### config.mk
export PLATFORM = sky130hd
export DESIGN_NAME = json_string_escaper
export DESIGN_NICKNAME = d
export VERILOG_FILES = /design/src/sv/jse_pkg.sv /design/src/sv/jse_front.sv /design/src/sv/jse_queue.sv /design/src/sv/jse_back.sv /design/src/sv/json_string_escaper.sv
export SDC_FILE = /design/constraint.sdc
export NUM_CORES = 1
export LEC_CHECK = 0
export ABC_AREA = 1
export BUFFER_PORTS_ARGS = -buffer_cell sky130_fd_sc_hd__buf_2
export CAP_MARGIN = 5
export CORE_UTILIZATION = 34
export DETAILED_ROUTE_END_ITERATION = 8
export HOLD_SLACK_MARGIN = 0.12
export PLACE_DENSITY_LB_ADDON = 0.3
export SLEW_MARGIN = 20
export SYNTH_ARGS = -nofsm -noshare
export SYNTH_HDL_FRONTEND = slang
export SYNTH_SLANG_ARGS = --single-unit
### constraint.sdc
create_clock -name aclk -period 7.51 [get_ports aclk]
set_clock_uncertainty 0.15 [all_clocks]
set_input_delay 1.502 -clock aclk [delete_from_list [all_inputs] [get_ports aclk]]
set_output_delay 1.502 -clock aclk [all_outputs]
set_load 0.05 [all_outputs]
### src/sv/jse_pkg.sv
// ---------------------------------------------------------------------------
// jse_pkg: shared types and helpers for the json string escaper
// item descriptor passed from front to back, character constants, lookups
// ---------------------------------------------------------------------------
package jse_pkg;

    localparam int QueueDepth = 4;

    localparam logic [7:0] CH_QUOTE   = 8'h22;
    localparam logic [7:0] CH_BSLASH  = 8'h5C;
    localparam logic [7:0] CH_U       = 8'h75;
    localparam logic [7:0] CH_ZERO    = 8'h30;
    localparam logic [7:0] CH_A       = 8'h61;
    localparam logic [7:0] CTRL_LIMIT = 8'h20;

    // how the back end expands an item
    typedef enum logic [1:0] {
        KIND_PLAIN = 2'd0,
        KIND_SHORT = 2'd1,
        KIND_UNI   = 2'd2,
        KIND_CLOSE = 2'd3
    } kind_t;

    typedef struct packed {
        logic       open_quote; // emit an opening quote first
        kind_t      kind;
        logic [7:0] char_val;   // raw byte, or escape letter for short escapes
    } desc_t;

    // short escape letter, zero when the byte has none
    function automatic logic [7:0] short_escape(input logic [7:0] c);
        logic [7:0] r;
        case (c)
            8'h22:   r = 8'h22;
            8'h5C:   r = 8'h5C;
            8'h08:   r = 8'h62;
            8'h0C:   r = 8'h66;
            8'h0A:   r = 8'h6E;
            8'h0D:   r = 8'h72;
            8'h09:   r = 8'h74;
            default: r = 8'h00;
        endcase
        return r;
    endfunction

    function automatic logic [7:0] hex_digit(input logic [3:0] n);
        logic [7:0] r;
        if (n < 4'd10) begin
            r = CH_ZERO + {4'd0, n};
        end else begin
            r = CH_A + {4'd0, n} - 8'd10;
        end
        return r;
    endfunction

    // escaped length without the opening quote
    function automatic logic [2:0] body_len(input kind_t k);
        logic [2:0] r;
        case (k)
            KIND_PLAIN: r = 3'd1;
            KIND_SHORT: r = 3'd2;
            KIND_UNI:   r = 3'd6;
            KIND_CLOSE: r = 3'd1;
            default:    r = 3'd1;
        endcase
        return r;
    endfunction

endpackage

### src/sv/jse_front.sv
// ---------------------------------------------------------------------------
// jse_front: item intake and classification
// tracks whether a string is open and turns each item into a descriptor
// ---------------------------------------------------------------------------
module jse_front
    import jse_pkg::*;
(
    input  logic       aclk,
    input  logic       aresetn,
    input  logic       s_tvalid,
    input  logic [7:0] s_tdata,
    input  logic       s_tuser,
    input  logic       q_ready,
    output logic       push,
    output desc_t      push_desc,
    output logic       string_open
);

    logic       string_open_reg;
    logic       string_open_next;
    logic [7:0] esc;

    assign push = s_tvalid && q_ready;

    always_comb begin
        esc                  = short_escape(s_tdata);
        push_desc.open_quote = !string_open_reg;
        push_desc.char_val   = s_tdata;
        if (s_tuser) begin
            push_desc.kind = KIND_CLOSE;
        end else if (esc != 8'h00) begin
            push_desc.kind     = KIND_SHORT;
            push_desc.char_val = esc;
        end else if (s_tdata < CTRL_LIMIT) begin
            push_desc.kind = KIND_UNI;
        end else begin
            push_desc.kind = KIND_PLAIN;
        end
    end

    always_comb begin
        string_open_next = string_open_reg;
        if (push) begin
            string_open_next = !s_tuser;
        end
    end

    always_ff @(posedge aclk) begin
        if (!aresetn) begin
            string_open_reg <= 1'b0;
        end else begin
            string_open_reg <= string_open_next;
        end
    end

    assign string_open = string_open_reg;

endmodule

### src/sv/jse_queue.sv
// ---------------------------------------------------------------------------
// jse_queue: descriptor queue
// small fifo that decouples classification from expansion
// ---------------------------------------------------------------------------
module jse_queue
    import jse_pkg::*;
#(
    parameter int DEPTH = QueueDepth
) (
    input  logic  aclk,
    input  logic  aresetn,
    input  logic  push,
    input  desc_t push_desc,
    output logic  ready,
    input  logic  pop,
    output logic  head_valid,
    output desc_t head_desc
);

    localparam int PtrW = (DEPTH > 1) ? $clog2(DEPTH) : 1;
    localparam int CntW = $clog2(DEPTH + 1);

    desc_t            entries_reg [DEPTH];
    logic [PtrW-1:0]  wr_ptr_reg, wr_ptr_next;
    logic [PtrW-1:0]  rd_ptr_reg, rd_ptr_next;
    logic [CntW-1:0]  count_reg, count_next;
    logic             do_pop;

    assign ready      = (count_reg != CntW'(DEPTH));
    assign head_valid = (count_reg != '0);
    assign head_desc  = entries_reg[rd_ptr_reg];
    assign do_pop     = pop && head_valid;

    always_comb begin
        wr_ptr_next = wr_ptr_reg;
        rd_ptr_next = rd_ptr_reg;
        count_next  = count_reg;
        if (push) begin
            wr_ptr_next = (wr_ptr_reg == PtrW'(DEPTH - 1)) ? '0 : wr_ptr_reg + 1'b1;
        end
        if (do_pop) begin
            rd_ptr_next = (rd_ptr_reg == PtrW'(DEPTH - 1)) ? '0 : rd_ptr_reg + 1'b1;
        end
        if (push && !do_pop) begin
            count_next = count_reg + 1'b1;
        end else if (do_pop && !push) begin
            count_next = count_reg - 1'b1;
        end
    end

    always_ff @(posedge aclk) begin
        if (!aresetn) begin
            wr_ptr_reg <= '0;
            rd_ptr_reg <= '0;
            count_reg  <= '0;
        end else begin
            wr_ptr_reg <= wr_ptr_next;
            rd_ptr_reg <= rd_ptr_next;
            count_reg  <= count_next;
        end
    end

    always_ff @(posedge aclk) begin
        if (push) begin
            entries_reg[wr_ptr_reg] <= push_desc;
        end
    end

endmodule

### src/sv/jse_back.sv
// ---------------------------------------------------------------------------
// jse_back: escape sequencer
// walks the bytes of one descriptor into the output register
// ---------------------------------------------------------------------------
module jse_back
    import jse_pkg::*;
(
    input  logic       aclk,
    input  logic       aresetn,
    input  logic       head_valid,
    input  desc_t      head_desc,
    output logic       pop,
    output logic       m_tvalid,
    input  logic       m_tready,
    output logic [7:0] m_tdata,
    output logic       m_tlast
);

    logic [2:0] step_reg, step_next;
    logic       m_tvalid_reg, m_tvalid_next;
    logic [7:0] m_tdata_reg;
    logic       m_tlast_reg;
    logic       load;
    logic [2:0] total;
    logic [2:0] body_idx;
    logic       is_last;
    logic [7:0] cur_byte;
    logic [7:0] body_byte;

    assign load     = (!m_tvalid_reg || m_tready) && head_valid;
    assign total    = body_len(head_desc.kind) + {2'b00, head_desc.open_quote};
    assign is_last  = (step_reg == total - 3'd1);
    assign body_idx = step_reg - {2'b00, head_desc.open_quote};
    assign pop      = load && is_last;

    always_comb begin
        case (head_desc.kind)
            KIND_PLAIN: body_byte = head_desc.char_val;
            KIND_SHORT: body_byte = (body_idx == 3'd0) ? CH_BSLASH : head_desc.char_val;
            KIND_UNI: begin
                case (body_idx)
                    3'd0:    body_byte = CH_BSLASH;
                    3'd1:    body_byte = CH_U;
                    3'd2:    body_byte = CH_ZERO;
                    3'd3:    body_byte = CH_ZERO;
                    3'd4:    body_byte = hex_digit(head_desc.char_val[7:4]);
                    default: body_byte = hex_digit(head_desc.char_val[3:0]);
                endcase
            end
            KIND_CLOSE: body_byte = CH_QUOTE;
            default:    body_byte = CH_QUOTE;
        endcase
        // opening quote comes before the body
        cur_byte = (head_desc.open_quote && step_reg == 3'd0) ? CH_QUOTE : body_byte;
    end

    always_comb begin
        step_next     = step_reg;
        m_tvalid_next = m_tvalid_reg;
        if (m_tready) begin
            m_tvalid_next = 1'b0;
        end
        if (load) begin
            m_tvalid_next = 1'b1;
            step_next     = is_last ? 3'd0 : step_reg + 3'd1;
        end
    end

    always_ff @(posedge aclk) begin
        if (!aresetn) begin
            step_reg     <= 3'd0;
            m_tvalid_reg <= 1'b0;
        end else begin
            step_reg     <= step_next;
            m_tvalid_reg <= m_tvalid_next;
        end
    end

    always_ff @(posedge aclk) begin
        if (load) begin
            m_tdata_reg <= cur_byte;
            m_tlast_reg <= is_last;
        end
    end

    assign m_tvalid = m_tvalid_reg;
    assign m_tdata  = m_tdata_reg;
    assign m_tlast  = m_tlast_reg;

endmodule

### src/sv/json_string_escaper.sv
// an item taken at the input is written into the descriptor queue, then loaded into the output
//   register, from which its first result byte can be taken
// throughput: one input item per cycle while results are single bytes and m_tready is high;
//   an item that expands to n bytes (1 to 7) holds the output sequencer until all n are loaded
// the descriptor queue (QUEUE_DEPTH entries) absorbs long escapes so intake keeps going until it is full
// reset: aresetn synchronous, active low; clears string state, queue and output valid
// ---------------------------------------------------------------------------
// json_string_escaper: streaming json string literal encoder
// front classifies bytes, queue decouples, back emits escaped bytes
// ---------------------------------------------------------------------------
module json_string_escaper
    import jse_pkg::*;
#(
    parameter int QUEUE_DEPTH = QueueDepth
) (
    input  logic       aclk,
    input  logic       aresetn,
    // input item channel
    input  logic       s_tvalid,
    output logic       s_tready,
    input  logic [7:0] s_tdata,   // [7:0] data_byte
    input  logic       s_tuser,   // [0] cmd: 0 data byte, 1 end of string
    // result item channel
    output logic       m_tvalid,
    input  logic       m_tready,
    output logic [7:0] m_tdata,   // [7:0] out_byte
    output logic       m_tlast
);

    logic  push;
    desc_t push_desc;
    logic  q_ready;
    logic  pop;
    logic  head_valid;
    desc_t head_desc;
    logic  string_open;

    // intake is held only by a full queue
    assign s_tready = q_ready;

    jse_front u_front (
        .aclk        (aclk),
        .aresetn     (aresetn),
        .s_tvalid    (s_tvalid),
        .s_tdata     (s_tdata),
        .s_tuser     (s_tuser),
        .q_ready     (q_ready),
        .push        (push),
        .push_desc   (push_desc),
        .string_open (string_open)
    );

    jse_queue #(
        .DEPTH (QUEUE_DEPTH)
    ) u_queue (
        .aclk       (aclk),
        .aresetn    (aresetn),
        .push       (push),
        .push_desc  (push_desc),
        .ready      (q_ready),
        .pop        (pop),
        .head_valid (head_valid),
        .head_desc  (head_desc)
    );

    jse_back u_back (
        .aclk       (aclk),
        .aresetn    (aresetn),
        .head_valid (head_valid),
        .head_desc  (head_desc),
        .pop        (pop),
        .m_tvalid   (m_tvalid),
        .m_tready   (m_tready),
        .m_tdata    (m_tdata),
        .m_tlast    (m_tlast)
    );

    // end of string closes the string, a data byte opens it
    assert property (@(posedge aclk) disable iff (!aresetn)
        (s_tvalid && s_tready) |=> (string_open == !$past(s_tuser)))
        else $error("string state not updated by accepted item");

    // with nothing queued the output register cannot gain a new item
    assert property (@(posedge aclk) disable iff (!aresetn)
        (!head_valid && (!m_tvalid || m_tready)) |=> !m_tvalid)
        else $error("result produced with empty queue");

    // the back end only retires a descriptor it actually holds
    assert property (@(posedge aclk) disable iff (!aresetn)
        pop |-> head_valid)
        else $error("pop from empty queue");

endmodule
==> flow_summary.json <==
{
  "status": "finished clean",
  "tns_ps": 0,
  "arrival_ps": 4510,
  "hold_viol_final": 0,
  "syn_nets": 424,
  "layout-drive-gt1-share": 0.128,
  "firstDrtPassIters": 4,
  "peakVddDrop_mv": 0.163,
  "postRouteWirelength_um": 7000,
  "clock-sinks": 67,
  "grt_max_degree": 24,
  "grt_pass1_vias": 2468,
  "cts_tree": "built",
  "drc_errors": 0,
  "chipWidth_um": 104,
  "hold_class": "reg2reg",
  "synth_compound_area_frac": 0.0959,
  "worstMarginPinSlew_ps": 1060,
  "cts_resized": 0,
  "avgViaCountPerCell": 4.79,
  "yosysUniqueCellTypes": 37,
  "grt_first_pass_wirelength_um": 11600,
  "dpl_cell_area_um2": 3750,
  "gr-usage-all-layers": 0.137,
  "core-area_um2": 9910,
  "drt_iter0_drc": 136,
  "synthSimpleGateAreaFrac": 0.223,
  "avgSynthCellArea_um2": 8.99,
  "period_share": 0.589,
  "cp_slowest_cell": "dfxtp_1",
  "max_freq_mhz": 226,
  "crit_fanout": 23,
  "post_synth_fa_ha_maj_area_fraction": 0.0718,
  "synth_area_leaders": "edfxtp_1 (45%), nand2_1 (11%), dfxtp_1 (8.0%)",
  "finalSetupViolCount": 0,
  "cp-end-kind": "flip-flop",
  "postSynthCellCount": 392,
  "path_class": "reg2reg",
  "timing.slew.headroom": 0.291,
  "cts_setup_buffers": 0,
  "rsz0062_at_grt": "no",
  "clock_latency_ps": 340,
  "die-area_um2": 10800,
  "gp_congestion": 0.863,
  "yosys_warnings": 0,
  "whs_ps": 372,
  "crit_required_ps": 7590,
  "ys_ff_latch": 67,
  "cp_slowest_stage_delay_ps": 540,
  "nFillCells": 996,
  "final_cells": 556,
  "worstSetupStartpointType": "flip-flop",
  "synth_top_family_by_area": "simple AND/OR/NAND/NOR gates",
  "multiInputGateArea_um2": 1400,
  "synth_async_sr_flop_share": 0,
  "clkTransAtPathRegs_ps": 70,
  "synth-edff-count": 53,
  "grt_overflow_total": 0,
  "io_buffers": 23,
  "dp_cells": 540,
  "antenna_found_initial": 0,
  "fp.dieH_um": 104,
  "ys.flop_type": "edfxtp_1",
  "synthMuxAreaShare": 0,
  "finalMaxSlewViolations": 0,
  "synth_most_common_cell": "nand2_1",
  "n_antenna_cell": 0,
  "cts_buffer_depth": 2,
  "ys_seq_area_frac": 0.531,
  "path_cells": "inv_2 -> nand2_1 -> a32oi_1 -> inv_1 -> ha_1 -> ha_1 -> inv_1 -> fa_1 -> xor2_1 -> nor4_4 -> nand2_1 -> ha_1 -> inv_1 -> fa_1 -> a21oi_1 -> o21ai_0 -> o21ai_0 -> a21oi_1",
  "design.portCount": 24,
  "fp-row-count": 36,
  "postCtsHoldBufs": 0,
  "final_cell_area_um2": 3960,
  "period_minus_slack_ps": 4420,
  "netlist_area_um2": 3520,
  "vias": 2662,
  "totalPowerFinal_uw": 1380,
  "power.density_nw_per_um2": 349,
  "yosysTopAreaCellShare": 0.452,
  "initial_core_util": 0.355,
  "cts_root_buf": "clkbuf_8",
  "numCtsBuffers": 9,
  "syn_to_final_growth_pct": 12.5,
  "register_area_um2": 1870,
  "leakage_uw": 0.00168,
  "largest_register_ffs": 44,
  "ant_nets": 0,
  "synth_xor_xnor_area_share": 0.00497,
  "synth_top_area_cell": "edfxtp_1",
  "nets": 450,
  "max_cap_viol_count": 0,
  "avgRoutedWirePerCell_um": 12.6,
  "dp_hpwl_um": 5210,
  "synthTopCellsByCount": "nand2_1 (106), edfxtp_1 (53), inv_1 (51)",
  "htreeDepth": 3
}
[final cells by class]
cell class,count,share of cell area
well taps,133,0.0420
inverters,55,0.0521
multi-input cells,262,0.353
clock inverters,4,0.0126
clock buffers,12,0.0392
flip-flops and latches,67,0.472
repair buffers,23,0.0290
[kinds of logic (layout without fill, tap and decap cells)]
group,after synthesis,in the layout
compound gates,60,60
xor+xnor,2,2
fa+ha+maj,19,19
buf+inv,63,94
flops,67,67
simple gates,181,181
[worst paths after layout]
kind | to | from | slack (ps) | depth (start not counted)
setup / recovery | u_queue.count_reg[2]$_SDFFE_PN0P_ | flip-flop | 3090 | 18
hold / removal | flip-flop | u_queue.rd_ptr_reg[1]$_SDFFE_PN0P_ | 370 | 2
setup reg to reg | u_queue.count_reg[2]$_SDFFE_PN0P_ | flip-flop | 3090 | 18
hold reg to reg | flip-flop | u_queue.rd_ptr_reg[1]$_SDFFE_PN0P_ | 370 | 2
[routing by layer]
metal  track usage  wire [µm]  up-vias
met1         0.175       3390     1232
met5             0          0        -
met4        0.0643        148        0
met3        0.0352        265       14
li1              -          -     1362
met2         0.217       3200       54
[report_power, final]
part           internal, µW  switching (µW)
clock network           171             142
logic                   157             395
registers               489            28.9
total                   817             566
[cells in the final DEF, fill, tap and decap left out, types with 3 or more instances in the layout]
| cell | n |
|---|---|
| nand2_1 | 106 |
| edfxtp_1 | 53 |
| inv_1 | 51 |
| nand3_1 | 29 |
| a21oi_1 | 27 |
| nor2_1 | 26 |
| buf_2 | 23 |
| o21ai_0 | 19 |
| ha_1 | 17 |
| dfxtp_1 | 14 |
| clkbuf_8 | 11 |
| nor3_1 | 4 |
| nand2_2 | 4 |
| inv_2 | 3 |
| o211ai_1 | 3 |
[metrics by stage]
step | setup slack (ps) | util
4_1_cts | 3080 | 0.400
5_1_grt | 2790 | 0.400
3_3_place_gp | 3330 | 0.379
3_5_place_dp | 3120 | 0.379
2_1_floorplan | 3820 | -
6_report | 3090 | 0.400
[worst max-delay path, delay by kind of cell, from the launching register on]
kind	cells	cell delay (ps)
AOI/OAI and AO/OA	5	970
xor gates and xnor gates	1	240
adders and majority gates	5	1440
buffers and inverters	4	650
DFF	1	540
and+or+nand+nor	3	290
No activity file was read; power rests on OpenSTA's default activity.
